--- src/rtl/core/mrae_pkg.sv ---
// ----------------------------------------------------------------------------
// mrae_pkg
// shared types and constants for the r-type alu execute core
// ----------------------------------------------------------------------------
package mrae_pkg;

    localparam int unsigned DATA_W  = 32;
    localparam int unsigned NUM_REG = 32;
    localparam int unsigned REG_W   = 5;
    localparam int unsigned OP_W    = 3;

    localparam logic [REG_W-1:0] REG_ZERO = '0;

    // operation codes
    typedef enum logic [OP_W-1:0] {
        OP_AND  = 3'd0,
        OP_OR   = 3'd1,
        OP_XOR  = 3'd2,
        OP_ADDU = 3'd3,
        OP_SLL  = 3'd4,
        OP_SLT  = 3'd5,
        OP_SRLV = 3'd6,
        OP_LOAD = 3'd7
    } t_op;

    // operands and controls handed to the alu
    typedef struct packed {
        t_op               op;
        logic [DATA_W-1:0] a;
        logic [DATA_W-1:0] b;
        logic [REG_W-1:0]  shamt;
        logic [DATA_W-1:0] load_value;
    } t_alu_req;

endpackage

--- src/rtl/core/mrae_ram.sv ---
// ----------------------------------------------------------------------------
// mrae_ram
// generic single write port, single read port ram with registered read
// ----------------------------------------------------------------------------
module mrae_ram #(
    parameter int unsigned WIDTH = 32,
    parameter int unsigned DEPTH = 32
) (
    input  logic                     i_clk,
    input  logic                     i_we,
    input  logic [$clog2(DEPTH)-1:0] i_waddr,
    input  logic [WIDTH-1:0]         i_wdata,
    input  logic                     i_re,
    input  logic [$clog2(DEPTH)-1:0] i_raddr,
    output logic [WIDTH-1:0]         o_rdata
);

    logic [WIDTH-1:0] r_mem [DEPTH];
    logic [WIDTH-1:0] r_rdata;

    always_ff @(posedge i_clk) begin
        if (i_we) begin
            r_mem[i_waddr] <= i_wdata;
        end
        // read returns old data on a same-address write
        if (i_re) begin
            r_rdata <= r_mem[i_raddr];
        end
    end

    assign o_rdata = r_rdata;

endmodule

--- src/rtl/core/mrae_alu.sv ---
// ----------------------------------------------------------------------------
// mrae_alu
// combinational r-type alu: logic ops, addu, shifts, load pass-through, signed set-less-than
// ----------------------------------------------------------------------------
module mrae_alu (
    input  mrae_pkg::t_alu_req          i_req,
    output logic [mrae_pkg::DATA_W-1:0] o_result
);

    import mrae_pkg::*;

    always_comb begin
        unique case (i_req.op)
            OP_AND:  o_result = i_req.a & i_req.b;
            OP_OR:   o_result = i_req.a | i_req.b;
            OP_XOR:  o_result = i_req.a ^ i_req.b;
            OP_ADDU: o_result = i_req.a + i_req.b;
            OP_SLL:  o_result = i_req.b << i_req.shamt;
            OP_SLT:  o_result = {{(DATA_W-1){1'b0}}, ($signed(i_req.a) < $signed(i_req.b))};
            OP_SRLV: o_result = i_req.b >> i_req.a[REG_W-1:0];
            OP_LOAD: o_result = i_req.load_value;
            default: o_result = '0;
        endcase
    end

endmodule

--- src/rtl/core/mips_rtype_alu_execute_core.sv ---
// ----------------------------------------------------------------------------
// mips_rtype_alu_execute_core
// r-type alu execute stage around a 32 x 32 register file held in ram
// ----------------------------------------------------------------------------
//
// channel  direction  handshake                 payload
// in       request    i_in_valid / o_in_ready   i_operation, i_instruction, i_load_value
// out      result     o_out_valid / i_out_ready o_dest_register, o_dest_value
//
// one request per cycle sustained while the output is not stalled; the ram
// reads at the accepting edge into the execute stage, and the execute result
// lands in the output register when that register is free
// a write in the same cycle as the next request's read is forwarded, so
// back-to-back dependent requests do not stall
// reset clears the per-register valid bits, so every register reads as zero
// at once; no clearing pass is needed
// a stalled output holds the execute stage, which in turn holds off input
//
module mips_rtype_alu_execute_core (
    input  logic                          i_clk,
    input  logic                          i_rst_n,
    // request channel
    input  logic                          i_in_valid,
    output logic                          o_in_ready,
    input  logic [mrae_pkg::OP_W-1:0]     i_operation,
    input  logic [mrae_pkg::DATA_W-1:0]   i_instruction,
    input  logic [mrae_pkg::DATA_W-1:0]   i_load_value,
    // result channel
    output logic                          o_out_valid,
    input  logic                          i_out_ready,
    output logic [mrae_pkg::REG_W-1:0]    o_dest_register,
    output logic [mrae_pkg::DATA_W-1:0]   o_dest_value
);

    import mrae_pkg::*;

    // instruction field decode
    logic [REG_W-1:0] in_rs;
    logic [REG_W-1:0] in_rt;
    logic [REG_W-1:0] in_rd;
    logic [REG_W-1:0] in_shamt;

    assign in_rs    = i_instruction[25:21];
    assign in_rt    = i_instruction[20:16];
    assign in_rd    = i_instruction[15:11];
    assign in_shamt = i_instruction[10:6];

    // execute stage registers
    logic              r_ex_valid;
    t_op               r_ex_op;
    logic [REG_W-1:0]  r_ex_rd;
    logic [REG_W-1:0]  r_ex_shamt;
    logic [DATA_W-1:0] r_ex_load;

    // operand forwarding and per-register valid bits
    logic              r_fwd_a;
    logic              r_fwd_b;
    logic [DATA_W-1:0] r_fwd_val;
    logic              r_vld_a;
    logic              r_vld_b;
    logic [NUM_REG-1:0] r_vld;
    logic [NUM_REG-1:0] n_vld;

    // output register
    logic              r_out_valid;
    logic [REG_W-1:0]  r_out_rd;
    logic [DATA_W-1:0] r_out_val;

    logic              ex_adv;
    logic              in_accept;
    logic              wr_en;
    logic [DATA_W-1:0] rdata_a;
    logic [DATA_W-1:0] rdata_b;
    logic [DATA_W-1:0] alu_res;
    logic [DATA_W-1:0] res_value;
    t_alu_req          alu_req;

    // execute moves into the output register when that register is free
    assign ex_adv     = !r_out_valid || i_out_ready;
    assign o_in_ready = !r_ex_valid || ex_adv;
    assign in_accept  = i_in_valid && o_in_ready;

    // register zero is never written and never marked valid
    assign wr_en = r_ex_valid && ex_adv && (r_ex_rd != REG_ZERO);

    // two copies of the register file, one per source operand
    mrae_ram #(
        .WIDTH (DATA_W),
        .DEPTH (NUM_REG)
    ) u_ram_rs (
        .i_clk   (i_clk),
        .i_we    (wr_en),
        .i_waddr (r_ex_rd),
        .i_wdata (alu_res),
        .i_re    (in_accept),
        .i_raddr (in_rs),
        .o_rdata (rdata_a)
    );

    mrae_ram #(
        .WIDTH (DATA_W),
        .DEPTH (NUM_REG)
    ) u_ram_rt (
        .i_clk   (i_clk),
        .i_we    (wr_en),
        .i_waddr (r_ex_rd),
        .i_wdata (alu_res),
        .i_re    (in_accept),
        .i_raddr (in_rt),
        .o_rdata (rdata_b)
    );

    // operand select: forwarded write, then ram data, else reset value zero
    always_comb begin
        alu_req.op         = r_ex_op;
        alu_req.shamt      = r_ex_shamt;
        alu_req.load_value = r_ex_load;
        priority if (r_fwd_a) begin
            alu_req.a = r_fwd_val;
        end else if (r_vld_a) begin
            alu_req.a = rdata_a;
        end else begin
            alu_req.a = '0;
        end
        priority if (r_fwd_b) begin
            alu_req.b = r_fwd_val;
        end else if (r_vld_b) begin
            alu_req.b = rdata_b;
        end else begin
            alu_req.b = '0;
        end
    end

    mrae_alu u_alu (
        .i_req    (alu_req),
        .o_result (alu_res)
    );

    // writes to register zero report zero
    assign res_value = (r_ex_rd == REG_ZERO) ? '0 : alu_res;

    always_comb begin
        n_vld = r_vld;
        if (wr_en) begin
            n_vld[r_ex_rd] = 1'b1;
        end
    end

    // control state
    always_ff @(posedge i_clk) begin
        if (!i_rst_n) begin
            r_ex_valid  <= 1'b0;
            r_out_valid <= 1'b0;
            r_vld       <= '0;
            r_fwd_a     <= 1'b0;
            r_fwd_b     <= 1'b0;
        end else begin
            r_vld <= n_vld;
            if (o_in_ready) begin
                r_ex_valid <= i_in_valid;
            end
            if (ex_adv) begin
                r_out_valid <= r_ex_valid;
            end
            if (in_accept) begin
                // ram read misses a write landing at this same edge
                r_fwd_a <= wr_en && (in_rs == r_ex_rd);
                r_fwd_b <= wr_en && (in_rt == r_ex_rd);
            end
        end
    end

    // payload
    always_ff @(posedge i_clk) begin
        if (in_accept) begin
            r_ex_op    <= t_op'(i_operation);
            r_ex_rd    <= in_rd;
            r_ex_shamt <= in_shamt;
            r_ex_load  <= i_load_value;
            r_fwd_val  <= alu_res;
            r_vld_a    <= r_vld[in_rs];
            r_vld_b    <= r_vld[in_rt];
        end
        if (ex_adv && r_ex_valid) begin
            r_out_rd  <= r_ex_rd;
            r_out_val <= res_value;
        end
    end

    assign o_out_valid     = r_out_valid;
    assign o_dest_register = r_out_rd;
    assign o_dest_value    = r_out_val;

    // register zero never becomes valid
    a_zero_never_valid: assert property (@(posedge i_clk) disable iff (!i_rst_n)
        !r_vld[0])
        else $error("register zero marked valid");

    // a result for register zero carries zero
    a_zero_dest_value: assert property (@(posedge i_clk) disable iff (!i_rst_n)
        (r_out_valid && (r_out_rd == REG_ZERO)) |-> (r_out_val == '0))
        else $error("nonzero value reported for register zero");

    // forwarding only follows a write at the accepting edge
    a_fwd_after_write: assert property (@(posedge i_clk) disable iff (!i_rst_n)
        (r_ex_valid && (r_fwd_a || r_fwd_b) && $past(in_accept)) |-> $past(wr_en))
        else $error("forward flag without a write");

    // an advancing execute item lands in the output register
    a_ex_to_out: assert property (@(posedge i_clk) disable iff (!i_rst_n)
        (r_ex_valid && ex_adv) |=> r_out_valid)
        else $error("execute item lost");

    // a write marks its register valid
    a_write_sets_valid: assert property (@(posedge i_clk) disable iff (!i_rst_n)
        wr_en |=> r_vld[$past(r_ex_rd)])
        else $error("written register not marked valid");

endmodule
--- config.mk ---
export PLATFORM = sky130hd
export DESIGN_NAME = mips_rtype_alu_execute_core
export DESIGN_NICKNAME = d
export VERILOG_FILES = /design/src/rtl/core/mrae_pkg.sv /design/src/rtl/core/mrae_ram.sv /design/src/rtl/core/mrae_alu.sv /design/src/rtl/core/mips_rtype_alu_execute_core.sv
export SDC_FILE = /design/constraint.sdc
export NUM_CORES = 2
export LEC_CHECK = 0
export BUFFER_PORTS_ARGS = -buffer_cell sky130_fd_sc_hd__buf_4
export CAP_MARGIN = 30
export CORE_ASPECT_RATIO = 1.4
export CORE_MARGIN = 8
export CORE_UTILIZATION = 60
export CTS_CLUSTER_DIAMETER = 200
export DETAILED_ROUTE_END_ITERATION = 10
export GPL_TIMING_DRIVEN = 0
export HOLD_SLACK_MARGIN = 0.06
export PLACE_DENSITY = 0.77
export SYNTH_ARGS = -nofsm -noshare
export SYNTH_HDL_FRONTEND = slang
export SYNTH_SLANG_ARGS = --single-unit
--- constraint.sdc ---
create_clock -name i_clk -period 5.74 [get_ports i_clk]
set_clock_uncertainty 0.2 [all_clocks]
set_input_delay 0 -clock i_clk [delete_from_list [all_inputs] [get_ports i_clk]]
set_output_delay 0 -clock i_clk [all_outputs]
set_load 0.01 [all_outputs]
---- Yosys cells after proc, flatten, opt, wreduce, memory -nomap -nowiden ----
Memory sizes are Yosys's and may differ from the RTL's. A register that Yosys moved wholly into a read port is not among the register bits.
Index checks and enable logic that the tools add are counted.
word-level totals
  bits in registers ....................... 152
  output and inout port bits .............. 39
  word-level logic and storage cells ...... 63
  RAM bits ................................ 2048
  memories kept ........................... 2
  bits of input ports ..................... 71
memories
  name            words  width  read ports  clocked after Yosys merged registers in  write ports  line            text
  u_ram_rs.r_mem  32     32     1           1                                        1            mrae_ram.sv:18  logic [WIDTH-1:0] r_mem [DEPTH];
  u_ram_rt.r_mem  32     32     1           1                                        1            mrae_ram.sv:18
operators by class
  bitwise logic cells ..................... 4
  reductions and logical operators ........ 13
  eq/ne operators ......................... 9
  add/subtract/negate cells ............... 1
  muxes and demuxes ....................... 13
  shift operators ......................... 2
  magnitude comparators ................... 5
operators by type and width
  kind                                                               number
  case mux 32 bit (8 select lines)                                   1
  2-to-1 mux 32 bit                                                  4
  bitwise OR 32 bit                                                  2
  adder 32 bit                                                       1
  bitwise AND 32 bit                                                 1
  less-than comparator 32 bit                                        1
  << shifter 32 x 5 -> 32 bit                                        1
  right shift 32 x 5 -> 32 bit                                       1
  XOR 32 bit                                                         1
  less-than comparator 5 x 6 -> 1 bit, second input constant         3
  equality test 3 bit, second input constant                         4
  binary-select mux 1 bit (select 5 bit)                             2
  equality test 5 bit                                                2
  equality test 3 x 2 -> 1 bit, second input constant                2
  logical AND 1 bit                                                  6
  demux 1 bit (select 5 bit)                                         1
  greater-or-equal comparator 5 x 1 -> 1 bit, second input constant  1
  logical NOT 5 bit                                                  1
  2-to-1 mux 1 bit                                                   5
  nonzero test 5 bit                                                 1
  equality test 3 x 1 -> 1 bit, second input constant                1
  logical NOT 3 bit                                                  1
  logical NOT 1 bit                                                  2
  logical OR 1 bit                                                   2

---- Depth between registers and ports, before layout ----
  depth in word-level cells ............... 6
  depth in mapped cells ................... 16
  gate-level depth less buffers ........... 14

---- Cells and area by module ----
Synthesis repeated with hierarchy kept, for this count alone.
second synthesis, totals
  cell total of the unflattened synthesis .. 6095
  area total of the unflattened synthesis .. 95490.3 um2
modules (own cells, without submodules)
  module                       times used  cells an instance  area an instance (um2)
  mrae_ram                     2           2260               40805.4
  mrae_alu                     1           1102               7455.9
  mips_rtype_alu_execute_core  1           473                6423.7

---- Worst setup path after synthesis ----
OpenSTA, ideal clock, no wires.
  path kind ............................... register to register
  from .................................... register r_out_valid (netlist: o_out_valid)
  to ...................................... memory u_ram_rt.r_mem[24][0], enable pin
  slack ................................... 0.545 ns
  library setup time ...................... 0.463 ns
  data arrival time ....................... 4.531 ns
  cell stages (with the launch flop) ...... 6
  clock period less this slack ............ 5.195 ns
  buffers on the path ..................... 1
  required time ........................... 5.077 ns
  cells stage by stage .................... dfxtp_1 nor2b_1 nor2b_1 clkbuf_1 nand3_1 nor3_1
on the way
  word-level cells in the longest chain between the ends .. 6
ends and longest elaborated chain
  element                                 line                                text
  start: declaration                      mips_rtype_alu_execute_core.sv:65   logic r_out_valid;
  start signal: assignment                mips_rtype_alu_execute_core.sv:163  r_out_valid <= r_ex_valid;
  logical NOT 1 bit                       mips_rtype_alu_execute_core.sv:79   assign ex_adv = !r_out_valid || i_out_ready;
  logical OR 1 bit                        mips_rtype_alu_execute_core.sv:79
  logical AND 1 bit (2 in series)         mips_rtype_alu_execute_core.sv:84   assign wr_en = r_ex_valid && ex_adv && (r_ex_rd != REG_ZERO);
  2-to-1 mux 1 bit                        mrae_ram.sv:22                      if (i_we) begin
  2-to-1 mux 1 bit (not written as such)  mrae_ram.sv:23                      r_mem[i_waddr] <= i_wdata;
  end: declaration                        mrae_ram.sv:18
No other way between the ends.

---- Final worst setup path ----
  from .................................... register r_vld_b
  to ...................................... memory u_ram_rt.r_mem[21][25] (data pin)
on the way
  word-level cells in the longest chain between the ends .. 4
  elaborated cells between the ends (all ways) .. 9
  those cells by class .................... 1 x add/sub; 2 x shift; 3 x mux; 3 x bitwise
ends and longest elaborated chain
  element                                     line                                text
  start: declaration                          mips_rtype_alu_execute_core.sv:60   logic r_vld_b;
  start signal: assignment                    mips_rtype_alu_execute_core.sv:182  r_vld_b <= r_vld[in_rt];
  2-to-1 mux 32 bit (*)                       mips_rtype_alu_execute_core.sv:127  end else if (r_vld_b) begin
  2-to-1 mux 32 bit (*)                       mips_rtype_alu_execute_core.sv:125  priority if (r_fwd_b) begin
  adder 32 bit, or another cell as far along  mrae_alu.sv:17                      OP_ADDU: o_result = i_req.a + i_req.b;
  case mux 32 bit (8 select lines) (*)        mrae_alu.sv:13                      unique case (i_req.op)
  via alu_res[25]                             mips_rtype_alu_execute_core.sv:74   logic [DATA_W-1:0] alu_res;
The timed path passes the listed nets; every way through them passes the cells marked *.

==> qor.csv <==
stage,metric,value,unit
finish,final_cells,5544,
drt,firstDrtPassIters,9,
synthesis,syn_area_per_cell,17.82,µm²
run_status,status,"finished, violations left",
global_routing,overflow,0,
drt,dr_total_vias,44551,
place,dp_slack,-1.241,ns
timing,setup_viol,50,
clock_tree,cts_tree,built,
floorplanning,dieArea,115100,µm²
setup_path,path_max_fanout,20,
global_routing,antenna_found_initial,22,
synthesis,ys_seq_area_share,58.88,%
global_routing,grt_max_degree,100,
place,place_inst,5170,
floorplanning,core,103900,µm²
setup_path,crit_cells,12,
run_status,violations,"DRC, setup timing",
clock_tree,clkLatencyLatePin,0.78,ns
setup_path,slowest_delay,0.79,ns
setup_path,cp.required,6.13,ns
clock_tree,root_buffer,clkbuf_16,
finish,final_cell_mix,"edfxtp_1, mux4_2, clkbuf_1",
drt,drc,1,
setup_path,crit_path_end_kind,flop,
timing,setup_slack,-0.1595,ns
power_and_ir_drop,power,21.66,mW
place,place.gp.congestion,1.045,
setup_path,crit_buf_inv,4,
synthesis,async_reset_ff_share,0,%
synthesis,synthDistinctLibCells,77,
setup_path,critPathTopFamily,compound AO/OA/AOI/OAI gates,
finish,drive_above_1_share,33.64,%
finish,final_common_cell,edfxtp_1,
clock_tree,cts_made_buffers,111,
clock_tree,htreeDepth,3,
power_and_ir_drop,irDropWorstVdd,0.3276,mV
synthesis,yosys-top-cells-area,"edfxtp_1, mux4_2, ha_1, mux2i_1, mux2_2",
timing,min_period,5.899,ns
drt,antenna_violating_nets_post_route,0,
timing,fin_crit_sh,102.8,%
timing,finalMaxSlewViolations,0,
min_path,hold_path_class,in2reg,
timing,holdWs,0.1074,ns
timing,hold_viol_final,0,
clock_tree,cts_sinks,1240,
power_and_ir_drop,p_leak,24.87,nW
power_and_ir_drop,p_per_area,291.8,nW/µm²
clock_tree,clock_path_buffers,3,
synthesis,yosys_warnings,0,
global_routing,grtUsageTotal,46.56,%
setup_path,r2r-start,r_vld_b$_DFFE_PP_,
drt,routedWlPerCell,48.06,µm
setup_path,crit_path_cell_trace,nor2b_4 -> buf_6 -> buf_4 -> a22o_2 -> inv_1 -> mux2i_2 -> mux2i_1 -> mux4_2 -> o22ai_1 -> a211oi_1 -> o22ai_4 -> buf_8,
setup_path,crit_slowest_cell,o22ai_1,
synthesis,syn_inst,3515,
drt,wirelength,266500,µm
setup_path,arrival,6.29,ns
timing,rsz0062_at_grt,false,
synthesis,synth_top_area_share,57.73,%
place,dp_hpwl,182900,µm
min_path,min_to,u_ram_rs.o_rdata[9]$_DFFE_PP_,
setup_path,startpoint_type,flop,
timing,worstMarginPinSlew,1.373,ns
place,portBuffers,86,
synthesis,synth_area_leader_cell,edfxtp_1,
min_path,hold_depth,3,
min_path,hp-start,i_instruction[24],
floorplanning,placementRows,140,
floorplanning,ios,110,
clock_tree,clkTransAtPathRegs,0.06,ns
drt,drt_iter0_markers,6752,
synthesis,synth-seq-cells,1240,
job,drv_cap,0,
floorplanning,die_h,398.3,µm
synthesis,synth-edff-count,1204,
timing,slew_headroom,8.442,%
finish,nets,4258,
finish,area_growth,18.52,%
synthesis,synth_flop_cell,edfxtp_1,
setup_path,r2r_cells,12,
floorplanning,die_x,289.1,µm
timing,fmax,169.5,MHz
setup_path,regToRegSetupSlack,-0.16,ns
global_routing,grt_pass1_wl,362600,µm
setup_path,path_class,reg2reg,
setup_path,r2r-end,u_ram_rt.r_mem[21][25]$_DFFE_PP_,
global_routing,grt_pass1_vias,45280,
synthesis,synth_area,62630,µm²
drt,avgViaCountPerCell,8.036,
floorplanning,start_util,60.30,%
what timing repair did:
| item | 4_1_cts | 5_1_grt |
|---|---|---|
| cloned | 1 | 0 |
| buffers inserted | 11 | 0 |
| pin swaps | 2 | 2 |
| hold buffers | 104 | 1 |
| hold endpoints to repair | 134 | 14 |
| setup endpoints to repair | 557 | 345 |
| gates resized for setup | 21 | 13 |
cell type report:
class	instances	area, µm²
fill	5941	29650
clock inverter	68	838.3
clock buffer	138	2960
tap	1349	1688
antenna	12	30.03
multi-input combinational	1939	24840
sequential	1240	36880
inverter	95	370.4
timing repair inverter	1	7.507
timing repair buffer	432	5503
buffer	270	1112
power breakdown:
group          switching [mW]  internal [mW]
clock network            3.65           4.33
logic                    2.03           1.23
registers              0.0941           10.3
total                    5.78           15.9
how the worst max path moves through the flow:
| stage | startpoint | slack (ns) | end |
|---|---|---|---|
| detailed placement | r_fwd_a$_SDFFE_PN0P_ | -1.24 | u_ram_rt.r_mem[22][30]$_DFFE_PP_ |
| global route | r_fwd_a$_SDFFE_PN0P_ | 0.02 | u_ram_rt.r_mem[21][26]$_DFFE_PP_ |
| global placement | o_out_valid$_SDFFE_PN0P_ | -4.27 | u_ram_rt.r_mem[28][12]$_DFFE_PP_ |
| floorplan | o_out_valid$_SDFFE_PN0P_ | 0.55 | u_ram_rt.r_mem[24][0]$_DFFE_PP_ |
| finish | r_vld_b$_DFFE_PP_ | -0.16 | u_ram_rt.r_mem[21][25]$_DFFE_PP_ |
| CTS | r_fwd_a$_SDFFE_PN0P_ | 0.002 | u_ram_rt.r_mem[20][28]$_DFFE_PP_ |
metal layers:
| layer | GRT usage (%) | share of wire [%] |
|---|---|---|
| met4 | 47.80 | 14 |
| met1 | 45.69 | 27 |
| met5 | 0 | 0.064 |
| met3 | 15.11 | 12 |
| met2 | 74.89 | 47 |
synth_stat cells, types with 6 or more instances:
cell type	n
nand3b_1	7
o221ai_1	10
o21ai_0	49
mux2i_1	94
a22oi_1	7
a211oi_1	26
a221o_1	9
o21bai_1	7
mux4_2	691
xnor2_1	21
inv_2	11
mux2_2	75
nand2_1	93
o32a_1	6
o22ai_1	12
nand4_1	8
dfxtp_1	36
nor4_1	7
a221oi_1	23
nor2_1	168
or3_1	8
o21a_1	43
ha_1	96
buf_2	15
a22o_1	50
a21oi_1	133
and2_1	26
a22o_2	9
nor2b_1	10
inv_1	80
buf_1	58
nand2b_1	8
buf_4	7
edfxtp_1	1204
o211ai_1	33
nor3_1	42
xor2_1	9
a2111oi_0	6
nand3_1	32
clkbuf_1	188
a21o_1	14
logic make-up after synthesis:
kind of cell             count (synthesis)  synth area share, %
other                                    1             0.005987
flip-flops                            1240                58.88
multiplexers                           863                27.79
AO/OA/AOI/OAI                          481                5.386
buffers and inverters                  367                2.321
adder cells (fa/ha/maj)                 97                1.950
XOR/XNOR                                30               0.4195
AND/OR/NAND/NOR                        436                3.248
stage by stage:
| stage | cell area, µm² | TNS, ns | utilization, % |
|---|---|---|---|
| floorplan | 62750 | 0 | - |
| global placement | 65080 | -3946.86 | 62.65 |
| detailed placement | 68540 | -244.34 | 65.98 |
| CTS | 73600 | 0 | 70.85 |
| global route | 74200 | 0 | 71.44 |
| finish | 74230 | -3.483 | 71.46 |
sequential cells by signal, indices dropped and copies added, names as in the netlist, 3 cells and up:
signal,flops
r_ex_rd,5
r_vld,32
u_ram_rt.o_rdata,32
u_ram_rs.o_rdata,32
u_ram_rs.r_mem,32
r_ex_shamt,5
r_fwd_val,32
o_dest_value,32
o_dest_register,5
r_ex_load,32
r_ex_op,3
u_ram_rt.r_mem,992
tightest hold or removal path, delay by kind of cell:
kind                   cells  cell delay [ns]
buffers and inverters      1             0.34
multiplexers               2             0.59
No activity file was read; power rests on OpenSTA's default activity.
